### src/hw/rtl/ndfc_pkg.sv
// Shared types, command codes and helpers for the nixie digit and fade controller.
// No dependencies; imported by every module of the block.

package ndfc_pkg;

    // Field widths
    localparam int MASK_W  = 10;
    localparam int DUTY_W  = 10;
    localparam int LEVEL_W = 8;
    localparam int DIGIT_W = 4;
    localparam int CMD_W   = 3;
    localparam int PERIOD_W = 8;
    localparam int ETICK_W = 9;
    localparam int MODE_W  = 2;
    localparam int CFG_IDX_W = 2;

    // Command codes
    localparam logic [CMD_W-1:0] CMD_TICK    = 3'd0;
    localparam logic [CMD_W-1:0] CMD_SET     = 3'd1;
    localparam logic [CMD_W-1:0] CMD_SCROLL  = 3'd2;
    localparam logic [CMD_W-1:0] CMD_OVERLAP = 3'd3;
    localparam logic [CMD_W-1:0] CMD_ON      = 3'd4;
    localparam logic [CMD_W-1:0] CMD_OFF     = 3'd5;
    localparam logic [CMD_W-1:0] CMD_LEVEL   = 3'd6;

    // Effect modes
    localparam logic [MODE_W-1:0] MODE_NORMAL  = 2'd0;
    localparam logic [MODE_W-1:0] MODE_SCROLL  = 2'd1;
    localparam logic [MODE_W-1:0] MODE_OVERLAP = 2'd2;

    // Configuration register indexes
    localparam logic [CFG_IDX_W-1:0] CFG_FADE_STEP   = 2'd0;
    localparam logic [CFG_IDX_W-1:0] CFG_SCROLL_STEP = 2'd1;
    localparam logic [CFG_IDX_W-1:0] CFG_MIN_DUTY    = 2'd2;
    localparam logic [CFG_IDX_W-1:0] CFG_MAX_DUTY    = 2'd3;

    // Configuration reset values
    localparam logic [PERIOD_W-1:0] FADE_STEP_RST   = 8'd2;
    localparam logic [PERIOD_W-1:0] SCROLL_STEP_RST = 8'd5;
    localparam logic [DUTY_W-1:0]   MIN_DUTY_RST    = 10'd36;
    localparam logic [DUTY_W-1:0]   MAX_DUTY_RST    = 10'd1023;

    localparam logic [DIGIT_W-1:0] DIGIT_MAX = 4'd9;

    typedef struct packed {
        logic [CMD_W-1:0]   command;
        logic [DIGIT_W-1:0] digit;
        logic [LEVEL_W-1:0] level;
    } ndfc_cmd_t;

    typedef struct packed {
        logic [MASK_W-1:0]  cathode_mask;
        logic [DUTY_W-1:0]  anode_duty;
        logic               anode_on;
        logic [LEVEL_W-1:0] brightness_now;
        logic               effect_busy;
    } ndfc_res_t;

    // Snapshot of the tube state after one command
    typedef struct packed {
        logic [MASK_W-1:0]  cathode_mask;
        logic [LEVEL_W-1:0] brightness;
        logic               enabled;
        logic               busy;
    } ndfc_stage_t;

    // Timing settings for the state engine
    typedef struct packed {
        logic [PERIOD_W-1:0] fade_step;
        logic [PERIOD_W-1:0] scroll_step;
    } ndfc_tick_cfg_t;

    // Duty settings for the output stage
    typedef struct packed {
        logic [DUTY_W-1:0] min_duty;
        logic [DUTY_W-1:0] span;
    } ndfc_duty_cfg_t;

    // One-hot cathode bit for a digit; codes above nine light nothing
    function automatic logic [MASK_W-1:0] digit_bit(input logic [DIGIT_W-1:0] d);
        logic [MASK_W-1:0] m;
        m = '0;
        if (d <= DIGIT_MAX)
        begin
            m[d] = 1'b1;
        end
        return m;
    endfunction

endpackage

### src/hw/rtl/nixie_digit_and_fade_controller.sv
// Top level of the nixie digit and fade controller: configuration registers,
// state engine (ndfc_core) and duty/result stage (ndfc_duty). Depends on ndfc_pkg.
//
//  channel | signals                          | direction | payload
//  --------+----------------------------------+-----------+---------------------------
//  cmd     | cmd_valid, cmd_ready, cmd        | in        | ndfc_cmd_t
//  res     | res_valid, res_ready, res        | out       | ndfc_res_t
//  cfg     | cfg_valid, cfg_ready, cfg_index, | in        | 2-bit index, 10-bit data
//          | cfg_data                         |           |
//
// One command per cycle while cmd_ready is high; each gives one result via both stages.
// The state update and the duty multiply/divide-by-255 each take one register stage.
// cfg_ready is always high; a write takes effect at the next edge.
// Reset clears tube state and loads the configuration defaults.
// A stalled result backs up through the two stages to cmd_ready.

module nixie_digit_and_fade_controller
    import ndfc_pkg::*;
(
    input  logic                 clk,
    input  logic                 rst_n,
    input  logic                 cmd_valid,
    output logic                 cmd_ready,
    input  ndfc_cmd_t            cmd,
    output logic                 res_valid,
    input  logic                 res_ready,
    output ndfc_res_t            res,
    input  logic                 cfg_valid,
    output logic                 cfg_ready,
    input  logic [CFG_IDX_W-1:0] cfg_index,
    input  logic [DUTY_W-1:0]    cfg_data
);

    logic [PERIOD_W-1:0] fade_step_reg;
    logic [PERIOD_W-1:0] scroll_step_reg;
    logic [DUTY_W-1:0]   min_duty_reg, min_duty_next;
    logic [DUTY_W-1:0]   max_duty_reg, max_duty_next;
    logic [DUTY_W-1:0]   span_reg, span_next;
    logic                cfg_write;

    ndfc_tick_cfg_t      tick_cfg;
    ndfc_duty_cfg_t      duty_cfg;
    logic                stage_valid;
    logic                stage_ready;
    ndfc_stage_t         stage;

    assign cfg_ready = 1'b1;
    assign cfg_write = cfg_valid && cfg_ready;

    // Work out new duty limits and their span for a write
    always_comb
    begin
        min_duty_next = min_duty_reg;
        max_duty_next = max_duty_reg;
        case (cfg_index)
            CFG_MIN_DUTY:
            begin
                min_duty_next = cfg_data;
            end
            CFG_MAX_DUTY:
            begin
                max_duty_next = cfg_data;
            end
            default:
            begin
            end
        endcase
        span_next = (max_duty_next > min_duty_next) ? max_duty_next - min_duty_next : '0;
    end

    // Configuration registers
    always_ff @(posedge clk or negedge rst_n)
    begin
        if (!rst_n)
        begin
            fade_step_reg   <= FADE_STEP_RST;
            scroll_step_reg <= SCROLL_STEP_RST;
            min_duty_reg    <= MIN_DUTY_RST;
            max_duty_reg    <= MAX_DUTY_RST;
            span_reg        <= MAX_DUTY_RST - MIN_DUTY_RST;
        end
        else if (cfg_write)
        begin
            if (cfg_index == CFG_FADE_STEP)
            begin
                fade_step_reg <= cfg_data[PERIOD_W-1:0];
            end
            if (cfg_index == CFG_SCROLL_STEP)
            begin
                scroll_step_reg <= cfg_data[PERIOD_W-1:0];
            end
            min_duty_reg <= min_duty_next;
            max_duty_reg <= max_duty_next;
            span_reg     <= span_next;
        end
    end

    assign tick_cfg.fade_step   = fade_step_reg;
    assign tick_cfg.scroll_step = scroll_step_reg;
    assign duty_cfg.min_duty    = min_duty_reg;
    assign duty_cfg.span        = span_reg;

    ndfc_core u_core (
        .clk         (clk),
        .rst_n       (rst_n),
        .cmd_valid   (cmd_valid),
        .cmd_ready   (cmd_ready),
        .cmd         (cmd),
        .tick_cfg    (tick_cfg),
        .stage_valid (stage_valid),
        .stage_ready (stage_ready),
        .stage       (stage)
    );

    ndfc_duty u_duty (
        .clk         (clk),
        .rst_n       (rst_n),
        .stage_valid (stage_valid),
        .stage_ready (stage_ready),
        .stage       (stage),
        .duty_cfg    (duty_cfg),
        .res_valid   (res_valid),
        .res_ready   (res_ready),
        .res         (res)
    );

endmodule

### src/hw/rtl/ndfc_core.sv
// Command decode and tube state engine: digit, effects, fade and on/off state.
// Depends on ndfc_pkg; feeds one state snapshot per transfer to ndfc_duty.

module ndfc_core
    import ndfc_pkg::*;
(
    input  logic           clk,
    input  logic           rst_n,
    input  logic           cmd_valid,
    output logic           cmd_ready,
    input  ndfc_cmd_t      cmd,
    input  ndfc_tick_cfg_t tick_cfg,
    output logic           stage_valid,
    input  logic           stage_ready,
    output ndfc_stage_t    stage
);

    logic [MASK_W-1:0]   lit_reg, lit_next;
    logic [DIGIT_W-1:0]  shown_reg, shown_next;
    logic [DIGIT_W-1:0]  goal_reg, goal_next;
    logic [MODE_W-1:0]   mode_reg, mode_next;
    logic                passed_reg, passed_next;
    logic [ETICK_W-1:0]  eticks_reg, eticks_next;
    logic [LEVEL_W-1:0]  blev_reg, blev_next;
    logic [LEVEL_W-1:0]  bgoal_reg, bgoal_next;
    logic [PERIOD_W-1:0] fticks_reg, fticks_next;
    logic                en_reg, en_next;

    logic                stage_valid_reg;
    ndfc_stage_t         stage_reg;

    logic [PERIOD_W-1:0] scroll_period;
    logic [PERIOD_W-1:0] fade_period;
    logic [ETICK_W-1:0]  eticks_inc;
    logic [PERIOD_W-1:0] fticks_inc;
    logic [DIGIT_W-1:0]  step_digit;
    logic                digit_ok;
    logic                accept;

    assign cmd_ready   = !stage_valid_reg || stage_ready;
    assign accept      = cmd_valid && cmd_ready;
    assign stage_valid = stage_valid_reg;
    assign stage       = stage_reg;

    // Period of zero counts as one
    assign scroll_period = (tick_cfg.scroll_step == '0) ? 8'd1 : tick_cfg.scroll_step;
    assign fade_period   = (tick_cfg.fade_step == '0) ? 8'd1 : tick_cfg.fade_step;
    assign eticks_inc    = eticks_reg + 9'd1;
    assign fticks_inc    = fticks_reg + 8'd1;
    assign step_digit    = (shown_reg >= DIGIT_MAX) ? 4'd0 : shown_reg + 4'd1;
    assign digit_ok      = (cmd.digit <= DIGIT_MAX);

    // Decode the command and work out the next tube state
    always_comb
    begin
        lit_next    = lit_reg;
        shown_next  = shown_reg;
        goal_next   = goal_reg;
        mode_next   = mode_reg;
        passed_next = passed_reg;
        eticks_next = eticks_reg;
        blev_next   = blev_reg;
        bgoal_next  = bgoal_reg;
        fticks_next = fticks_reg;
        en_next     = en_reg;

        case (cmd.command)
            CMD_TICK:
            begin
                // Advance the running effect
                if (mode_reg == MODE_SCROLL)
                begin
                    eticks_next = eticks_inc;
                    if (eticks_inc >= {1'b0, scroll_period})
                    begin
                        eticks_next = '0;
                        lit_next    = (lit_reg & ~digit_bit(shown_reg))
                                    | (en_reg ? digit_bit(step_digit) : '0);
                        shown_next  = step_digit;
                        if (step_digit == goal_reg)
                        begin
                            if (passed_reg)
                            begin
                                mode_next = MODE_NORMAL;
                            end
                            else
                            begin
                                passed_next = 1'b1;
                            end
                        end
                    end
                end
                else if (mode_reg == MODE_OVERLAP)
                begin
                    eticks_next = eticks_inc;
                    if (eticks_inc >= {scroll_period, 1'b0})
                    begin
                        eticks_next = '0;
                        lit_next    = (lit_reg & ~digit_bit(shown_reg))
                                    | (en_reg ? digit_bit(goal_reg) : '0);
                        shown_next  = goal_reg;
                        mode_next   = MODE_NORMAL;
                    end
                end

                // Step brightness toward its target once per fade period
                fticks_next = fticks_inc;
                if (fticks_inc >= fade_period)
                begin
                    fticks_next = '0;
                    if (blev_reg < bgoal_reg)
                    begin
                        blev_next = blev_reg + 8'd1;
                    end
                    else if (blev_reg > bgoal_reg)
                    begin
                        blev_next = blev_reg - 8'd1;
                    end
                end
            end
            CMD_SET:
            begin
                if (digit_ok)
                begin
                    lit_next   = (lit_reg & ~digit_bit(shown_reg))
                               | (en_reg ? digit_bit(cmd.digit) : '0);
                    shown_next = cmd.digit;
                    goal_next  = cmd.digit;
                end
            end
            CMD_SCROLL:
            begin
                if (digit_ok)
                begin
                    eticks_next = '0;
                    mode_next   = MODE_SCROLL;
                    passed_next = 1'b0;
                    goal_next   = cmd.digit;
                end
            end
            CMD_OVERLAP:
            begin
                if (digit_ok)
                begin
                    eticks_next = '0;
                    mode_next   = MODE_OVERLAP;
                    goal_next   = cmd.digit;
                    lit_next    = lit_reg | (en_reg ? digit_bit(cmd.digit) : '0);
                end
            end
            CMD_ON:
            begin
                en_next   = 1'b1;
                lit_next  = lit_reg | digit_bit(shown_reg);
                mode_next = MODE_NORMAL;
            end
            CMD_OFF:
            begin
                lit_next = lit_reg & ~digit_bit(shown_reg);
                en_next  = 1'b0;
            end
            CMD_LEVEL:
            begin
                bgoal_next = cmd.level;
            end
            default:
            begin
            end
        endcase
    end

    // Hold the tube state; update on each command transfer
    always_ff @(posedge clk or negedge rst_n)
    begin
        if (!rst_n)
        begin
            lit_reg    <= '0;
            shown_reg  <= '0;
            goal_reg   <= '0;
            mode_reg   <= MODE_NORMAL;
            passed_reg <= 1'b0;
            eticks_reg <= '0;
            blev_reg   <= '0;
            bgoal_reg  <= '0;
            fticks_reg <= '0;
            en_reg     <= 1'b0;
        end
        else if (accept)
        begin
            lit_reg    <= lit_next;
            shown_reg  <= shown_next;
            goal_reg   <= goal_next;
            mode_reg   <= mode_next;
            passed_reg <= passed_next;
            eticks_reg <= eticks_next;
            blev_reg   <= blev_next;
            bgoal_reg  <= bgoal_next;
            fticks_reg <= fticks_next;
            en_reg     <= en_next;
        end
    end

    // Stage valid flag
    always_ff @(posedge clk or negedge rst_n)
    begin
        if (!rst_n)
        begin
            stage_valid_reg <= 1'b0;
        end
        else if (cmd_ready)
        begin
            stage_valid_reg <= cmd_valid;
        end
    end

    // Capture the post-update snapshot for the duty stage
    always_ff @(posedge clk)
    begin
        if (accept)
        begin
            stage_reg.cathode_mask <= lit_next;
            stage_reg.brightness   <= blev_next;
            stage_reg.enabled      <= en_next;
            stage_reg.busy         <= (mode_next != MODE_NORMAL);
        end
    end

    // Shown digit is always a real digit
    assert property (@(posedge clk) disable iff (!rst_n)
        shown_reg <= DIGIT_MAX)
        else $error("shown digit out of range");

    // Brightness moves by at most one step per transfer
    assert property (@(posedge clk) disable iff (!rst_n)
        accept |=> (blev_reg == $past(blev_reg))
                || (blev_reg == $past(blev_reg) + 8'd1)
                || (blev_reg == $past(blev_reg) - 8'd1))
        else $error("brightness jumped by more than one step");

    // Busy flag of the snapshot follows the effect mode
    assert property (@(posedge clk) disable iff (!rst_n)
        accept |=> (stage_reg.busy == (mode_reg != MODE_NORMAL)))
        else $error("busy flag disagrees with effect mode");

endmodule

### src/hw/rtl/ndfc_duty.sv
// Anode duty stage: maps brightness to PWM duty and holds the result register.
// Depends on ndfc_pkg; takes snapshots from ndfc_core.

module ndfc_duty
    import ndfc_pkg::*;
(
    input  logic           clk,
    input  logic           rst_n,
    input  logic           stage_valid,
    output logic           stage_ready,
    input  ndfc_stage_t    stage,
    input  ndfc_duty_cfg_t duty_cfg,
    output logic           res_valid,
    input  logic           res_ready,
    output ndfc_res_t      res
);

    localparam int PROD_W = LEVEL_W + DUTY_W;

    logic              res_valid_reg;
    ndfc_res_t         res_reg;
    logic [PROD_W-1:0] prod;
    logic [PROD_W-1:0] est_sum;
    logic [DUTY_W-1:0] quot_est;
    logic [PROD_W-1:0] rem;
    logic [DUTY_W-1:0] quot;
    logic [DUTY_W-1:0] duty;
    logic              accept;

    assign stage_ready = !res_valid_reg || res_ready;
    assign accept      = stage_valid && stage_ready;
    assign res_valid   = res_valid_reg;
    assign res         = res_reg;

    // Scale brightness by the duty span
    assign prod = PROD_W'(stage.brightness) * PROD_W'(duty_cfg.span);

    // Divide by 255: series estimate, then one correction step
    assign est_sum  = prod + PROD_W'(prod[PROD_W-1:8]) + PROD_W'(prod[PROD_W-1:16]);
    assign quot_est = est_sum[PROD_W-1:8];
    assign rem      = prod + PROD_W'(quot_est) - {quot_est, 8'd0};
    assign quot     = (rem >= PROD_W'(255)) ? quot_est + 10'd1 : quot_est;
    assign duty     = stage.enabled ? duty_cfg.min_duty + quot : '0;

    // Result valid flag
    always_ff @(posedge clk or negedge rst_n)
    begin
        if (!rst_n)
        begin
            res_valid_reg <= 1'b0;
        end
        else if (stage_ready)
        begin
            res_valid_reg <= stage_valid;
        end
    end

    // Load the result register on each stage transfer
    always_ff @(posedge clk)
    begin
        if (accept)
        begin
            res_reg.cathode_mask   <= stage.cathode_mask;
            res_reg.anode_duty     <= duty;
            res_reg.anode_on       <= stage.enabled && (stage.brightness != '0);
            res_reg.brightness_now <= stage.brightness;
            res_reg.effect_busy    <= stage.busy;
        end
    end

    // Duty of a lit tube never falls below the minimum
    assert property (@(posedge clk) disable iff (!rst_n)
        (accept && stage.enabled) |=> (res_reg.anode_duty >= duty_cfg.min_duty))
        else $error("duty below minimum");

    // Duty of a lit tube never exceeds minimum plus span
    assert property (@(posedge clk) disable iff (!rst_n)
        (accept && stage.enabled) |=>
            ({1'b0, res_reg.anode_duty} <= {1'b0, duty_cfg.min_duty} + {1'b0, duty_cfg.span}))
        else $error("duty above maximum");

endmodule
### config.mk
export PLATFORM = sky130hd
export DESIGN_NAME = nixie_digit_and_fade_controller
export DESIGN_NICKNAME = d
export VERILOG_FILES = /design/src/hw/rtl/ndfc_pkg.sv /design/src/hw/rtl/nixie_digit_and_fade_controller.sv /design/src/hw/rtl/ndfc_core.sv /design/src/hw/rtl/ndfc_duty.sv
export SDC_FILE = /design/constraint.sdc
export NUM_CORES = 1
export LEC_CHECK = 0
export BUFFER_PORTS_ARGS = -buffer_cell sky130_fd_sc_hd__buf_2
export CORE_UTILIZATION = 45
export CTS_CLUSTER_SIZE = 30
export DETAILED_ROUTE_END_ITERATION = 7
export GPL_TIMING_DRIVEN = 0
export PLACE_DENSITY = 0.58
export SYNTH_ARGS = -nofsm -noshare
export SYNTH_HDL_FRONTEND = slang
export SYNTH_SLANG_ARGS = --single-unit
### constraint.sdc
create_clock -name clk -period 13.3 [get_ports clk]
set_input_delay 1.995 -clock clk [delete_from_list [all_inputs] [get_ports clk]]
set_output_delay 1.995 -clock clk [all_outputs]
set_load 0.03 [all_outputs]
==> impl_results.md <==
- Fmax: 80.4 MHz
- GR Util All Layers: 23.6%
- Die width: 182 um
- Register bit count reported by yosys: 153
- Routed wire length: ~38000 um
- Setup violations, final: 0
- Setup Total Neg Slack: 0 ps
- Critical path endpoint category: flop
- Area growth, synth to finish: 11.2%
- I/O Buffers: 62
- Hold slack: 416 ps
- IO Pins: 65
- RSZ-0062 raised after global routing: false
- Die area: 33000 um^2
- Worst-margin pin slew: 1390 ps
- Die H: about 180 um
- Post-synthesis net count: 1892
- Number of remaining DRC errors: 0
- Hold_buf cts: 0
- Initial DRC count: 803
- Area of the core: 31600 um^2
- Final Skew: 9.22 ps
- H-tree levels: 4
- Share of the synthesized area in the top cell type: 13.8%
- Slowest-stage cell, CP: dfstp_2
- Cell variety after synth: 86
- Cts bufs inserted: 17
- CTS Root Cell: clkbuf_16
- Max cap viols: 0
- Worst Hold Class: reg2reg
- Cell Area, Synth: 14500 um^2
- Clock sink count: 153
- Initial core utilization: between 40 and 50%
- TritonRoute pass-1 iters: 5
- Startpoint Class: flop
- Critical path arrival: approximately 13000 ps
- FP Rows: 65
- Cells after synthesis: 1660
- Max_slew headroom: under 10%
- Proportion of layout cells with a drive suffix above 1: 13.0%
- Top cells by area, synth: dfrtp_1, ha_1, edfxtp_1
- Largest net degree at the start of global routing: 55
- Ys async rst share: 67.3%
- Crit Path Max Fanout: 9
- Layout Nets: roughly 2000
- DR WL/cell: 17.4 um
- Fin. max-slew vios: 0
- WS Path Type: reg2reg
- GP Congestion: 0.973
- Clk slew on worst S/H paths: 70 ps
- Final Hold Vio Count: 0
- Max FFs per register: 30
- Grt ovf: 0
- Final HPWL from detailed placement: 29400 um
- Global-route wire length before repair: 61600 um
- Clock buffer depth: 2
- Most frequent cells in the layout: nand2_1, inv_1, ha_1
- Ys flop type: dfrtp_1
- Vias in the first global route: 11903
- Syn avg cell area: 8.75 um^2
- Final Cycle Share: 93.5%
- TritonCTS clock tree: yes
- Post-layout util: about 51%
- Clock period minus worst slack: 12430 ps
- DR vias/cell: 5.62
- Clk Latency, worst-skew pair: around 430 ps
- Slowest stage delay, CP: around 650 ps
- Commonest non-fill, non-tap cell in the layout: nand2_1
- Run status: finished, final reports clean
- Warnings, synthesis: 0
- Post-synth top area cell: dfrtp_1
- EDFF count, synth: 50
- Vias post-DR: about 12000
- ANT nets after route: 0
- Initial antenna violation count: 5
- Worst path required time: between 10000 and 15000 ps
- Top cell by count, worst path: ha_1
- Register area share after synthesis: 28.3%
-- final timing paths --
kind,startpoint,end,slack [ps],cells after the start
max,span_reg[4],u_duty.res[19],870,52
min,u_core.stage[15],u_duty.res[25],420,0
max reg2reg,span_reg[4],u_duty.res[19],870,52
min reg2reg,u_core.stage[15],u_duty.res[25],420,0
max in group asynchronous,rst_n,scroll_step_reg[0],10880,2
min in group asynchronous,rst_n,u_core.bgoal_reg[3],1640,1
-- cells by family after synthesis --
family          share of synthesized area [%]
simple gates                             19.0
compound gates                           17.3
buf+inv                                  5.87
fa+ha+maj                                19.9
flops                                    28.3
xor+xnor                                 4.83
mux                                      4.80
other cells                            0.0258
-- layer usage --
layer / up-vias / part of all wire [%] / wire length, um / track usage, %
met5: - / 0.13 / 48 / 0
met4: 8 / 1.8 / 690 / 6.61
met3: 54 / 3.9 / 1480 / 3.57
met2: 260 / 50 / 18700 / 41.8
met1: 5856 / 45 / 16800 / 29.6
li1: 6013 / - / - / -
-- cell usage after synthesis (7+ instances only) --
library cell  number
nand3b_1          18
mux2i_1           19
ha_1             148
a21o_1            34
o21ai_0          107
edfxtp_1          50
o21a_1            16
and2_1            65
nand2_1          172
a31oi_1           10
xnor2_1           47
a211oi_1          16
a21oi_1          100
nand2b_1          25
nand4_1           16
xor2_1            33
or2_2              9
nor3b_1           11
o211ai_1           7
and3_1             7
nor2_1           114
nor3_1            29
inv_1            161
nor2b_1           12
o22ai_1            9
dfrtp_1           80
a32o_1             7
dfstp_2           23
nand3_1           36
mux2_2            45
clkbuf_1          46
fa_1              52
nor4_1            16
-- per-stage QoR --
stage / worst slack, ps / cells / area (um^2)
final: 868 / 2169 / 16100
after global routing: 23.0 / 2168 / 16100
after CTS: 0.00355 / 2155 / 15900
after detailed placement: -606 / 2125 / 15400
after global placement: -593 / 2124 / 15300
after floorplan: 1440 / 1660 / 14500
-- critical path, delay by kind of cell, from the launching register on --
family	cells	cell delay (ps)
adder cells (fa/ha/maj)	11	4330
flip-flops	1	650
XOR/XNOR	1	200
AND/OR/NAND/NOR	2	260
AO/OA/AOI/OAI	29	5650
multiplexers	1	320
buffers and inverters	8	740
-- repair_timing --
action,in CTS,in global routing
hold endpoints to repair,0,0
endpoints found under the setup margin,1,5
pin swaps,0,3
buffers inserted,0,18
gates resized for setup,3,14
cloned,0,0
-- final cells by class --
type                            instances  area (um^2)
Timing Repair Buffer                   81          475
Clock inverter                         13          140
Multi-Input combinational cell       1284         9660
Antenna cell                            1         2.50
Tap cell                              402          503
Sequential cell                       153         4110
Buffer                                 53          215
Inverter                              163          612
Fill cell                            3077        15500
Clock buffer                           19          433
Power is not shown: default switching activity piles up to over one toggle a cycle in this logic, so the estimate is an artifact.
